$ cat src/design/utfmg_pkg.sv
package utfmg_pkg;

  // byte, result count and phase widths
  localparam int DATA_W      = 8;
  localparam int OUT_COUNT_W = 6;
  localparam int PHASE_W     = 4;

  // default queue depth
  localparam int FIFO_DEPTH_DEF = 32;

  // register reset values
  localparam logic [DATA_W-1:0] DELIM_RST     = 8'd64;
  localparam logic [DATA_W-1:0] PAUSE_RST     = 8'd20;
  localparam logic [DATA_W-1:0] UNIT_LIM_RST  = 8'd192;

  // register map, index is paddr[3:2]
  typedef enum logic [1:0] {
    REG_DELIM    = 2'd0,
    REG_PAUSE    = 2'd1,
    REG_UNIT_LIM = 2'd2
  } cfg_reg_t;

  // input operation codes
  localparam logic OP_TICK = 1'b0;
  localparam logic OP_PUSH = 1'b1;

  // frame phases
  localparam logic [PHASE_W-1:0] PH_IDLE       = 4'd0;
  localparam logic [PHASE_W-1:0] PH_START      = 4'd1;
  localparam logic [PHASE_W-1:0] PH_DATA_FIRST = 4'd2;
  localparam logic [PHASE_W-1:0] PH_STOP_FIRST = 4'd10;
  localparam logic [PHASE_W-1:0] PH_HOLD       = 4'd12;

  // queue status seen by the serializer
  typedef struct packed {
    logic              nonempty;
    logic [DATA_W-1:0] head;
  } fifo_stat_t;

endpackage

$ cat src/design/uart_tx_fifo_with_message_gap.sv
// UART transmitter, 8 data bits LSB first, two stop bits, fed by a byte FIFO.
// Input channel (in_valid/in_ready): each beat is a tick (in_op 0, one bit
// time) or a push of in_data_byte (in_op 1). A push to a full FIFO is dropped
// and flagged in out_dropped. A popped byte equal to the delimiter register
// is not sent; it starts a pause of pause_units units, each unit_tick_limit+1
// ticks long.
// Output channel (out_valid/out_ready): one result beat per input beat, with
// the line level held before that beat, the FIFO count and busy flag after
// it, and the drop flag.
// The result is valid in the cycle after input accept, from the single output
// register stage; one beat per cycle is accepted while results are taken. A
// new beat is taken while the result waits only if out_ready is high in that
// cycle, so a stalled receiver stalls the input after one beat.
// Registers on the APB port: 0x0 delimiter, 0x4 pause units, 0x8 unit tick
// limit. Reset (rst_n low, synchronous) empties the FIFO, idles the line high
// and loads register defaults 64, 20 and 192; no clearing pass is needed.
module uart_tx_fifo_with_message_gap #(
  parameter int FIFO_DEPTH = utfmg_pkg::FIFO_DEPTH_DEF
) (
  input  logic                              clk,
  input  logic                              rst_n,
  // input channel
  input  logic                              in_valid,
  output logic                              in_ready,
  input  logic                              in_op,
  input  logic [utfmg_pkg::DATA_W-1:0]      in_data_byte,
  // result channel
  output logic                              out_valid,
  input  logic                              out_ready,
  output logic                              out_line_level,
  output logic [utfmg_pkg::OUT_COUNT_W-1:0] out_fifo_count,
  output logic                              out_busy_res,
  output logic                              out_dropped,
  // configuration port
  input  logic                              psel,
  input  logic                              penable,
  input  logic                              pwrite,
  input  logic [3:0]                        paddr,
  input  logic [31:0]                       pwdata,
  output logic [31:0]                       prdata,
  output logic                              pready
);

  import utfmg_pkg::*;

  localparam int CW = $clog2(FIFO_DEPTH+1);

  logic [DATA_W-1:0]      delim_r, pause_units_r, unit_lim_r;
  logic                   accept, push, tick, pop, full, level, ser_busy;
  logic [CW-1:0]          cnt_nxt;
  logic [CW+OUT_COUNT_W-1:0] cnt_ext;
  fifo_stat_t             stat;
  cfg_reg_t               reg_sel;

  logic                   out_valid_r, line_level_r, busy_r, dropped_r;
  logic [OUT_COUNT_W-1:0] fifo_count_r;

  // handshake
  assign in_ready = !out_valid_r || out_ready;
  assign accept   = in_valid && in_ready;
  assign push     = accept && (in_op == OP_PUSH);
  assign tick     = accept && (in_op == OP_TICK);

  // configuration registers
  assign pready  = 1'b1;
  assign reg_sel = cfg_reg_t'(paddr[3:2]);

  always_ff @(posedge clk) begin
    if (!rst_n) begin
      delim_r       <= DELIM_RST;
      pause_units_r <= PAUSE_RST;
      unit_lim_r    <= UNIT_LIM_RST;
    end else if (psel && penable && pwrite && pready) begin
      case (reg_sel)
        REG_DELIM:    delim_r       <= pwdata[DATA_W-1:0];
        REG_PAUSE:    pause_units_r <= pwdata[DATA_W-1:0];
        REG_UNIT_LIM: unit_lim_r    <= pwdata[DATA_W-1:0];
        default: ;
      endcase
    end
  end

  always_comb begin
    case (reg_sel)
      REG_DELIM:    prdata = {24'd0, delim_r};
      REG_PAUSE:    prdata = {24'd0, pause_units_r};
      REG_UNIT_LIM: prdata = {24'd0, unit_lim_r};
      default:      prdata = '0;
    endcase
  end

  // byte queue
  utfmg_fifo #(.DEPTH(FIFO_DEPTH)) u_fifo (
    .clk       (clk),
    .rst_n     (rst_n),
    .push      (push),
    .push_data (in_data_byte),
    .pop       (pop),
    .stat      (stat),
    .full      (full),
    .count_nxt (cnt_nxt)
  );

  // frame and pause sequencer
  utfmg_serializer u_ser (
    .clk         (clk),
    .rst_n       (rst_n),
    .tick        (tick),
    .stat        (stat),
    .delim       (delim_r),
    .pause_units (pause_units_r),
    .unit_lim    (unit_lim_r),
    .pop         (pop),
    .level       (level),
    .busy_nxt    (ser_busy)
  );

  assign cnt_ext = {{OUT_COUNT_W{1'b0}}, cnt_nxt};

  // result register
  always_ff @(posedge clk) begin
    if (!rst_n) begin
      out_valid_r <= 1'b0;
    end else if (accept) begin
      out_valid_r <= 1'b1;
    end else if (out_ready) begin
      out_valid_r <= 1'b0;
    end
  end

  always_ff @(posedge clk) begin
    if (accept) begin
      line_level_r <= level;
      fifo_count_r <= cnt_ext[OUT_COUNT_W-1:0];
      busy_r       <= ser_busy || (cnt_nxt != '0);
      dropped_r    <= push && full;
    end
  end

  assign out_valid      = out_valid_r;
  assign out_line_level = line_level_r;
  assign out_fifo_count = fifo_count_r;
  assign out_busy_res   = busy_r;
  assign out_dropped    = dropped_r;

  // checks
  a_drop_busy: assert property (@(posedge clk) disable iff (!rst_n)
    out_valid_r && dropped_r |-> busy_r) else $error("drop reported while idle");

endmodule

$ cat src/design/utfmg_ram.sv
module utfmg_ram #(
  parameter int WIDTH = 8,
  parameter int DEPTH = 32
) (
  input  logic                     clk,
  input  logic                     we,
  input  logic [$clog2(DEPTH)-1:0] waddr,
  input  logic [WIDTH-1:0]         wdata,
  input  logic                     re,
  input  logic [$clog2(DEPTH)-1:0] raddr,
  output logic [WIDTH-1:0]         rdata
);

  logic [WIDTH-1:0] mem [DEPTH];
  logic [WIDTH-1:0] rdata_r;

  // one write port, one registered read port
  always_ff @(posedge clk) begin
    if (we) begin
      mem[waddr] <= wdata;
    end
    if (re) begin
      rdata_r <= mem[raddr];
    end
  end

  assign rdata = rdata_r;

endmodule

$ cat src/design/utfmg_fifo.sv
module utfmg_fifo #(
  parameter int DEPTH = 32
) (
  input  logic                             clk,
  input  logic                             rst_n,
  input  logic                             push,
  input  logic [utfmg_pkg::DATA_W-1:0]     push_data,
  input  logic                             pop,
  output utfmg_pkg::fifo_stat_t            stat,
  output logic                             full,
  output logic [$clog2(DEPTH+1)-1:0]       count_nxt
);

  import utfmg_pkg::*;

  localparam int AW = $clog2(DEPTH);
  localparam int CW = $clog2(DEPTH+1);

  logic [AW-1:0]     rp_r, rp_nxt, wp_r, wp_nxt, rp_inc, wp_inc;
  logic [CW-1:0]     cnt_r, cnt_nxt;
  logic [DATA_W-1:0] head_r, head_nxt, head_eff, ram_q;
  logic              use_q_r, use_q_nxt;
  logic              wr_en;

  // storage
  utfmg_ram #(.WIDTH(DATA_W), .DEPTH(DEPTH)) u_ram (
    .clk   (clk),
    .we    (wr_en),
    .waddr (wp_r),
    .wdata (push_data),
    .re    (pop),
    .raddr (rp_inc),
    .rdata (ram_q)
  );

  // pointer wrap at depth
  assign rp_inc = (rp_r == AW'(DEPTH-1)) ? '0 : rp_r + 1'b1;
  assign wp_inc = (wp_r == AW'(DEPTH-1)) ? '0 : wp_r + 1'b1;

  assign full     = (cnt_r == CW'(DEPTH));
  assign wr_en    = push && !full;
  // head comes from ram the cycle after a pop that left entries behind
  assign head_eff = use_q_r ? ram_q : head_r;

  // pointer, count and head update
  always_comb begin
    rp_nxt    = rp_r;
    wp_nxt    = wp_r;
    cnt_nxt   = cnt_r;
    head_nxt  = head_eff;
    use_q_nxt = 1'b0;
    if (wr_en) begin
      wp_nxt  = wp_inc;
      cnt_nxt = cnt_r + 1'b1;
      if (cnt_r == '0) begin
        head_nxt = push_data;
      end
    end else if (pop) begin
      rp_nxt    = rp_inc;
      cnt_nxt   = cnt_r - 1'b1;
      use_q_nxt = (cnt_r > CW'(1));
    end
  end

  always_ff @(posedge clk) begin
    if (!rst_n) begin
      rp_r    <= '0;
      wp_r    <= '0;
      cnt_r   <= '0;
      use_q_r <= 1'b0;
    end else begin
      rp_r    <= rp_nxt;
      wp_r    <= wp_nxt;
      cnt_r   <= cnt_nxt;
      use_q_r <= use_q_nxt;
    end
  end

  always_ff @(posedge clk) begin
    head_r <= head_nxt;
  end

  assign stat.nonempty = (cnt_r != '0);
  assign stat.head     = head_eff;
  assign count_nxt     = cnt_nxt;

  // checks
  a_cnt_bound: assert property (@(posedge clk) disable iff (!rst_n)
    cnt_r <= CW'(DEPTH)) else $error("fifo count above depth");
  a_use_q_nonempty: assert property (@(posedge clk) disable iff (!rst_n)
    use_q_r |-> cnt_r != '0) else $error("ram head used with empty fifo");

endmodule

$ cat src/design/utfmg_serializer.sv
module utfmg_serializer (
  input  logic                         clk,
  input  logic                         rst_n,
  input  logic                         tick,
  input  utfmg_pkg::fifo_stat_t        stat,
  input  logic [utfmg_pkg::DATA_W-1:0] delim,
  input  logic [utfmg_pkg::DATA_W-1:0] pause_units,
  input  logic [utfmg_pkg::DATA_W-1:0] unit_lim,
  output logic                         pop,
  output logic                         level,
  output logic                         busy_nxt
);

  import utfmg_pkg::*;

  logic [PHASE_W-1:0] phase_r, phase_nxt;
  logic [DATA_W-1:0]  shift_r, shift_nxt;
  logic [DATA_W-1:0]  pause_r, pause_nxt;
  logic [DATA_W-1:0]  unit_r, unit_nxt;
  logic               level_r, level_nxt;

  // one bit time of frame or pause per tick
  always_comb begin
    phase_nxt = phase_r;
    shift_nxt = shift_r;
    pause_nxt = pause_r;
    unit_nxt  = unit_r;
    level_nxt = level_r;
    pop       = 1'b0;
    if (tick) begin
      if (pause_r != '0) begin
        if (unit_r < unit_lim) begin
          unit_nxt = unit_r + 1'b1;
        end else begin
          unit_nxt  = '0;
          pause_nxt = pause_r - 1'b1;
        end
      end else if (phase_r == PH_IDLE) begin
        if (stat.nonempty) begin
          pop       = 1'b1;
          shift_nxt = stat.head;
          if (stat.head != delim) begin
            phase_nxt = PH_START;
          end else begin
            pause_nxt = pause_units;
          end
        end
      end else if (phase_r == PH_START) begin
        level_nxt = 1'b0;
        phase_nxt = PH_DATA_FIRST;
      end else if (phase_r < PH_STOP_FIRST) begin
        level_nxt = shift_r[0];
        shift_nxt = {1'b0, shift_r[DATA_W-1:1]};
        phase_nxt = phase_r + 1'b1;
      end else if (phase_r < PH_HOLD) begin
        level_nxt = 1'b1;
        phase_nxt = phase_r + 1'b1;
      end else begin
        phase_nxt = PH_IDLE;
      end
    end
  end

  always_ff @(posedge clk) begin
    if (!rst_n) begin
      phase_r <= PH_IDLE;
      shift_r <= '0;
      pause_r <= '0;
      unit_r  <= '0;
      level_r <= 1'b1;
    end else begin
      phase_r <= phase_nxt;
      shift_r <= shift_nxt;
      pause_r <= pause_nxt;
      unit_r  <= unit_nxt;
      level_r <= level_nxt;
    end
  end

  assign level    = level_r;
  assign busy_nxt = (phase_nxt != PH_IDLE) || (pause_nxt != '0);

  // checks
  a_phase_range: assert property (@(posedge clk) disable iff (!rst_n)
    phase_r <= PH_HOLD) else $error("frame phase out of range");
  a_pause_idle: assert property (@(posedge clk) disable iff (!rst_n)
    pause_r != '0 |-> phase_r == PH_IDLE) else $error("pause during a frame");
  a_pop_nonempty: assert property (@(posedge clk) disable iff (!rst_n)
    pop |-> stat.nonempty) else $error("pop from empty fifo");

endmodule
$ cat config.mk
export PLATFORM = sky130hd
export DESIGN_NAME = uart_tx_fifo_with_message_gap
export DESIGN_NICKNAME = d
export VERILOG_FILES = /design/src/design/utfmg_pkg.sv /design/src/design/uart_tx_fifo_with_message_gap.sv /design/src/design/utfmg_ram.sv /design/src/design/utfmg_fifo.sv /design/src/design/utfmg_serializer.sv
export SDC_FILE = /design/constraint.sdc
export NUM_CORES = 1
export LEC_CHECK = 0
export BUFFER_PORTS_ARGS = -buffer_cell sky130_fd_sc_hd__buf_2
export CORE_UTILIZATION = 40
export CTS_BUF_LIST = sky130_fd_sc_hd__clkbuf_8
export DETAILED_ROUTE_END_ITERATION = 7
export PLACE_DENSITY = 0.56
export SLEW_MARGIN = 20
export SYNTH_ARGS = -nofsm -noshare
export SYNTH_HDL_FRONTEND = slang
export SYNTH_SLANG_ARGS = --single-unit
$ cat constraint.sdc
create_clock -name clk -period 3.1 [get_ports clk]
set_input_delay 0.465 -clock clk [delete_from_list [all_inputs] [get_ports clk]]
set_output_delay 0.465 -clock clk [all_outputs]
set_load 0.05 [all_outputs]
==> results.py, run 1 <==
metrics = {
    "run_status": {
        "run_status": "completed",
    },
    "clocking": {
        "h-tree-depth": 2,
        "clockRootBuffer": "clkbuf_8",
        "cts_hold_buf": 0,
        "cts_tree": "built",
        "cts.path.max_buffers": 3,
        "cts_setup_buffers": 0,
        "clk_latency_ns": 0.67,
        "numCtsBuffers": 59,
        "clkSinkCount": 352,
        "clk_pin_slew_ns": 0.06,
    },
    "route": {
        "wl_um": 37100,
        "drt_iter0_markers": 750,
        "avgRoutedWirePerCell_um": 19.0,
        "routed_via_density": 5.24,
        "vias": 10300,
        "first_pass_iters": 5,
        "antenna_left": 0,
        "drc": 0,
    },
    "setup_path": {
        "startpoint": "u_fifo.rp_r[1]",
        "critPathLaunchType": "register",
        "path_class": "register to register",
        "path_cells": "ha_1, and3_1, ha_2, nand2b_4, buf_4, a211oi_1, a311oi_1, a31oi_1, mux4_2, inv_1",
        "r2r_start": "u_fifo.rp_r[1]",
        "cp_slowest_cell": "mux4_2",
        "max_stage_delay_ns": 0.51,
        "cp.required_ns": 3.63,
        "path_max_fanout": 21,
        "cp-end-kind": "register",
        "crit_arrival_ns": 3.49,
    },
    "yosys": {
        "syn_avg_cell_area_um2": 11.8,
        "yosysSeqAreaShare_pct": 63.9,
        "synth_top_family_by_area": "simple AND/OR/NAND/NOR gates",
        "yosys.area_share.simple_pct": 14.4,
        "yosys.cell_count.top_type": "edfxtp_1",
        "ys_types": 62,
        "synth_cells": 1296,
        "synth_common_cells": "273 x edfxtp_1, 216 x nand2_1, 100 x nor2_1",
        "netlist_area_um2": 15300,
        "synth_largest_area_cell": "edfxtp_1",
        "yosysTopAreaCellShare_pct": 53.6,
        "synth_compound_area_share_pct": 9.44,
        "synth_fa_ha_area_share_pct": 1.88,
        "muxShareOfSynthArea_pct": 5.23,
        "synth_edf_count": 273,
        "synthArstFlopShare_pct": 0,
        "synth_flop_cell": "edfxtp_1",
        "synthTopCellsByArea": "edfxtp_1 54%, dfxtp_1 10%, nand2_1 5.3%",
        "ys.warnings.count": 0,
        "synth-xor-area-share_pct": 1.20,
        "synth_seq_cells": 352,
    },
    "floorplanning": {
        "start_util_pct": 40.6,
        "die_w_um": 198,
        "die_y_um": 198,
        "row_count": 71,
        "ios": 96,
        "die_area_um2": 39000,
        "coreArea_um2": 37700,
    },
    "timing": {
        "period_minus_slack_ns": 2.96,
        "worstMarginPinSlew_ns": 0.845,
        "worst_slack_ns": 0.141,
        "rsz0062_at_grt": "false",
        "max_freq_mhz": 338,
        "clock_skew_ns": 0.0291,
        "slew_viol_final": 0,
        "setup_tns_ns": 0,
        "final.period_utilization_pct": 95.4,
        "finalHoldViolCount": 0,
        "relSlewSlack_pct": 43.6,
        "setup_viol": 0,
    },
    "placed_design": {
        "port_buffers": 44,
        "place.gp.congestion": 0.861,
        "hpwl_um": 23700,
        "pre_cts_slack_ns": 0.0855,
    },
    "grt": {
        "grt_max_degree": 48,
        "grt_usage_pct": 19.4,
        "grt_pass1_wl_um": 56900,
        "grt_pass1_vias": 9832,
        "antenna_found_initial": 1,
        "gr-total-overflow": 0,
    },
    "finish": {
        "drive_above_1_share_pct": 15.1,
        "regMostFlops": "u_fifo.u_ram.mem",
        "fillers": 3476,
        "syn_to_final_growth_pct": 14.7,
        "nets": 1475,
        "largest_register_ffs": 256,
        "antenna_cells": 0,
    },
    "min_path": {
        "hp-class": "input pin to register",
        "hp-start": "pwdata[6]",
    },
    "power_and_ir_drop": {
        "peakVddDrop_v": 0.000329,
        "p_leak_nw": 6.22,
        "power_density_nw_per_um2": 654,
    },
    "flow_run": {
        "maxCapViolations": 0,
    },
}
## routing by layer
metal,vias up,GRT usage [%],wire (µm)
li1,4916,-,-
met1,5022,26.5,17000
met2,251,30.8,17400
met3,64,4.05,1890
met4,2,6.37,789
met5,-,0,13
## stage by stage
| stage | hold slack [ns] | power [mW] | utilization, % | cell area [µm²] | instances |
|---|---|---|---|---|---|
| 5_1_grt | 0.0680 | 12.0 | 46.6 | 17500 | 1957 |
| 2_1_floorplan | 0.408 | 6.97 | - | 15400 | 1319 |
| 3_3_place_gp | 0.450 | 7.79 | 43.7 | 16500 | 1850 |
| 6_report | 0.0735 | 11.5 | 46.6 | 17500 | 1957 |
| 3_5_place_dp | 0.453 | 7.81 | 43.7 | 16500 | 1850 |
| 4_1_cts | 0.0315 | 11.6 | 46.5 | 17500 | 1957 |
## final cells by class
type / instances / area, µm² / share of cell area [%]
flip-flops and latches: 352 / 9780 / 55.8
clock inverters: 45 / 220 / 1.26
well taps: 511 / 639 / 3.64
clock buffers: 62 / 853 / 4.86
repair buffers: 121 / 890 / 5.07
inverters: 30 / 113 / 0.642
multi-input cells: 836 / 5050 / 28.8
## logic make-up after synthesis
logic type               count (synthesis)
AND/OR/NAND/NOR                        484
adder cells (fa/ha/maj)                 23
flip-flops                             352
XOR/XNOR                                21
AO/OA/AOI/OAI                          213
buffers and inverters                  131
multiplexers                            70
other                                    2
## worst paths after layout
path | to | slack, ns | cells after the start
worst max-delay path | u_fifo.u_ram.rdata[6] | 0.14 | 10
worst min-delay path | delim_r[6] | 0.07 | 3
worst max register to register | u_fifo.u_ram.rdata[6] | 0.14 | 10
worst min register to register | u_fifo.rp_r[4] | 0.46 | 2
## report_power, final
part	internal (mW)	switching, mW	leakage (nW)
clock network	1.93	1.84	0.657
logic	0.809	1.54	2.45
registers	5.27	0.0839	3.10
## cells in the final DEF, fill, tap and decap left out, types with 18 or more instances in the layout
cell / n
nand3_1: 48
ha_1: 22
buf_2: 44
mux2i_1: 62
conb_1: 25
inv_1: 58
clkbuf_8: 62
o21ai_0: 22
nor2_1: 98
nand2_1: 216
a21oi_1: 43
edfxtp_1: 273
a311oi_1: 32
o22ai_1: 18
nor2b_1: 31
dfxtp_1: 78
nor3_1: 23
a211oi_1: 29
a31oi_1: 38
buf_4: 69
## worst max-delay path, delay by kind of cell, from the launching register on
kind	cells	cell delay, ns
buf+inv	2	0.34
simple gates	2	0.39
fa+ha+maj	2	0.50
mux	1	0.51
compound gates	3	0.71
flops	1	0.37
## timing repair
| item | CTS | global route |
|---|---|---|
| setup endpoints to repair | 0 | 9 |
| hold endpoints to repair | 0 | 0 |
| resized for setup | 0 | 4 |
Note: power is estimated with default switching activity, not from simulation.
==> run 2, diff against run 1 <==
- SYNTH_HIERARCHICAL: not set -> 1
==> run 2 against run 1 <==
Clock power is 5.3% lower. First-iteration DRC count is 41% lower. Via count is 15% lower. Largest cell class unchanged.
==> results.py, run 2 <==
metrics = {
    "yosys": {
        "synth_seq_cells": 352,
        "netlist_area_um2": 15200,
        "yosys.cell_count.top_type": "edfxtp_1",
        "yosysTopAreaCellShare_pct": 53.9,
        "ys_types": 77,
        "synthTopCellsByArea": "edfxtp_1 54%, mux4_2 12%, dfxtp_1 10%",
        "synth_cells": 983,
        "syn_avg_cell_area_um2": 15.5,
        "yosysSeqAreaShare_pct": 64.3,
        "synthArstFlopShare_pct": 0,
        "ys.warnings.count": 6,
        "synth_flop_cell": "edfxtp_1",
        "synth_common_cells": "273 x edfxtp_1, 87 x nor2_1, 80 x mux4_2",
        "synth_edf_count": 273,
        "synth_largest_area_cell": "edfxtp_1",
    },
    "floorplanning": {
        "coreArea_um2": 37600,
        "start_util_pct": 40.5,
        "ios": 96,
        "row_count": 71,
        "die_w_um": 197,
        "die_y_um": 197,
        "die_area_um2": 38800,
    },
    "route": {
        "drt_iter0_markers": 440,
        "routed_via_density": 5.07,
        "wl_um": 33600,
        "top_layer": "met4",
        "first_pass_iters": 4,
        "wl_met1_um": 14800,
        "antenna_left": 0,
        "drc": 0,
        "wl_met3_um": 1750,
        "route.met2.wl_um": 16200,
        "avgRoutedWirePerCell_um": 19.5,
        "vias": 8739,
    },
    "grt": {
        "grt_pass1_vias": 8866,
        "grt_max_degree": 38,
        "grt_usage_pct": 17.6,
        "gr-total-overflow": 0,
        "grt_pass1_wl_um": 51300,
        "antenna_found_initial": 0,
    },
    "timing": {
        "setup_viol": 0,
        "final.period_utilization_pct": 98.8,
        "max_freq_mhz": 327,
        "clock_skew_ns": 0.0288,
        "worst_slack_ns": 0.0375,
        "period_minus_slack_ns": 3.06,
        "rsz0062_at_grt": "true",
        "finalHoldViolCount": 0,
        "worstMarginPinSlew_ns": 0.783,
        "holdWs_ns": 0.110,
        "setup_tns_ns": 0,
        "relSlewSlack_pct": 47.5,
        "slew_viol_final": 0,
    },
    "power_and_ir_drop": {
        "switching_share_pct": 25.9,
        "p_int_mw": 7.71,
        "p_leak_nw": 6.58,
        "switching_power_mw": 2.69,
        "power_frac_comb_pct": 15.0,
        "total_power_mw": 10.4,
        "power_density_nw_per_um2": 572,
        "p_seq_share_pct": 50.6,
        "clockPowerShare_pct": 34.4,
        "peakVddDrop_v": 0.000324,
    },
    "placed_design": {
        "pre_cts_slack_ns": -0.244,
        "hpwl_um": 21700,
        "place.gp.congestion": 0.828,
        "place_area_um2": 16700,
        "dp.cells": 1604,
        "port_buffers": 44,
    },
    "finish": {
        "largest_register_ffs": 256,
        "syn_to_final_growth_pct": 19.5,
        "nets": 1240,
        "regArea_um2": 9790,
        "finalNonFillerCells": 1722,
        "antenna_cells": 0,
        "mostFrequentLayoutCells": "273 x edfxtp_1, 114 x buf_4, 84 x nor2_1, 80 x mux4_2, 71 x nand2_1",
        "final_common_cell": "edfxtp_1",
        "design_area_um2": 18200,
        "multi_input_area_um2": 5230,
        "fillers": 3297,
        "fin_util_pct": 48.4,
        "regMostFlops": "u_fifo/u_ram/mem",
        "drive_above_1_share_pct": 34.4,
    },
    "min_path": {
        "hp-class": "input pin to register",
    },
    "setup_path": {
        "cp_slowest_cell": "mux4_2",
        "max_stage_delay_ns": 0.55,
        "cp.required_ns": 3.47,
        "path_class": "register to register",
        "path_cells": "ha_4, and3_4, ha_4, nor2_4, buf_12, buf_12, mux4_2, mux4_2, mux2_4",
        "path_max_fanout": 7,
        "crit_arrival_ns": 3.43,
        "critPathLaunchType": "register",
        "cp-end-kind": "register",
    },
    "clocking": {
        "cts_tree": "built",
        "numCtsBuffers": 58,
        "clk_pin_slew_ns": 0.06,
        "clockRootBuffer": "clkbuf_8",
        "clk_latency_ns": 0.65,
        "cts.path.max_buffers": 3,
        "h-tree-depth": 2,
        "clkSinkCount": 352,
    },
    "flow_run": {
        "maxCapViolations": 0,
    },
    "run_status": {
        "run_status": "completed",
    },
}
==> run 2: final cells by class <==
class | count | area share [%]
Sequential cell | 352 | 53.9
Multi-Input combinational cell | 557 | 28.8
Timing Repair Buffer | 174 | 7.80
Clock buffer | 59 | 4.47
Tap cell | 511 | 3.52
Clock inverter | 44 | 1.05
Inverter | 25 | 0.516
==> run 2: routing by layer <==
layer  vias up  track usage [%]
li1       4090                -
met5         -                0
met3        48             4.10
met4         0             6.37
met2       197             28.5
met1      4404             23.2
==> run 2: cells by family after synthesis <==
logic type      count (synthesis)  synth area share (%)
other cells                     2                0.0494
buf+inv                        97                  3.77
compound gates                 86                  3.96
fa+ha+maj                      20                  1.64
xor+xnor                       17                 0.979
flops                         352                  64.3
simple gates                  261                  8.77
mux                           148                  16.5
==> run 2: worst max-delay path, delay by kind of cell, from the launching register on <==
kind / cells / cell delay (ns)
fa+ha+maj: 2 / 0.32
simple gates: 2 / 0.42
flops: 1 / 0.34
buf+inv: 2 / 0.35
mux: 3 / 1.38
==> run 2: power by group through the flow <==
stage | Sequential [mW] | Clock, mW | Combinational, mW
after global routing | 5.27 | 3.92 | 1.68
after detailed placement | 5.36 | 0 | 1.41
after CTS | 5.26 | 3.72 | 1.50
final | 5.26 | 3.57 | 1.56
after floorplan | 5.42 | 0 | 0.878
after global placement | 5.35 | 0 | 1.40
==> run 2: path summary, 6_finish.rpt <==
kind,slack [ns],start,endpoint,cells past startpoint
setup / recovery,0.04,u_fifo/rp_r[1],u_fifo/u_ram/rdata[3],9
hold / removal,0.11,pwdata[6],pause_units_r[6],3
setup reg to reg,0.04,u_fifo/rp_r[1],u_fifo/u_ram/rdata[3],9
hold reg to reg,0.44,u_ser/level,out_line_level,0
==> run 2: timing repair <==
item / in CTS / in global routing
gates resized for setup: 35 / 21
buffers inserted: 6 / 5
setup endpoints to repair: 1 / 5
hold buffers: 0 / 0
endpoints found under the hold margin: 0 / 0
gates cloned: 0 / 5
pin swaps: 15 / 11
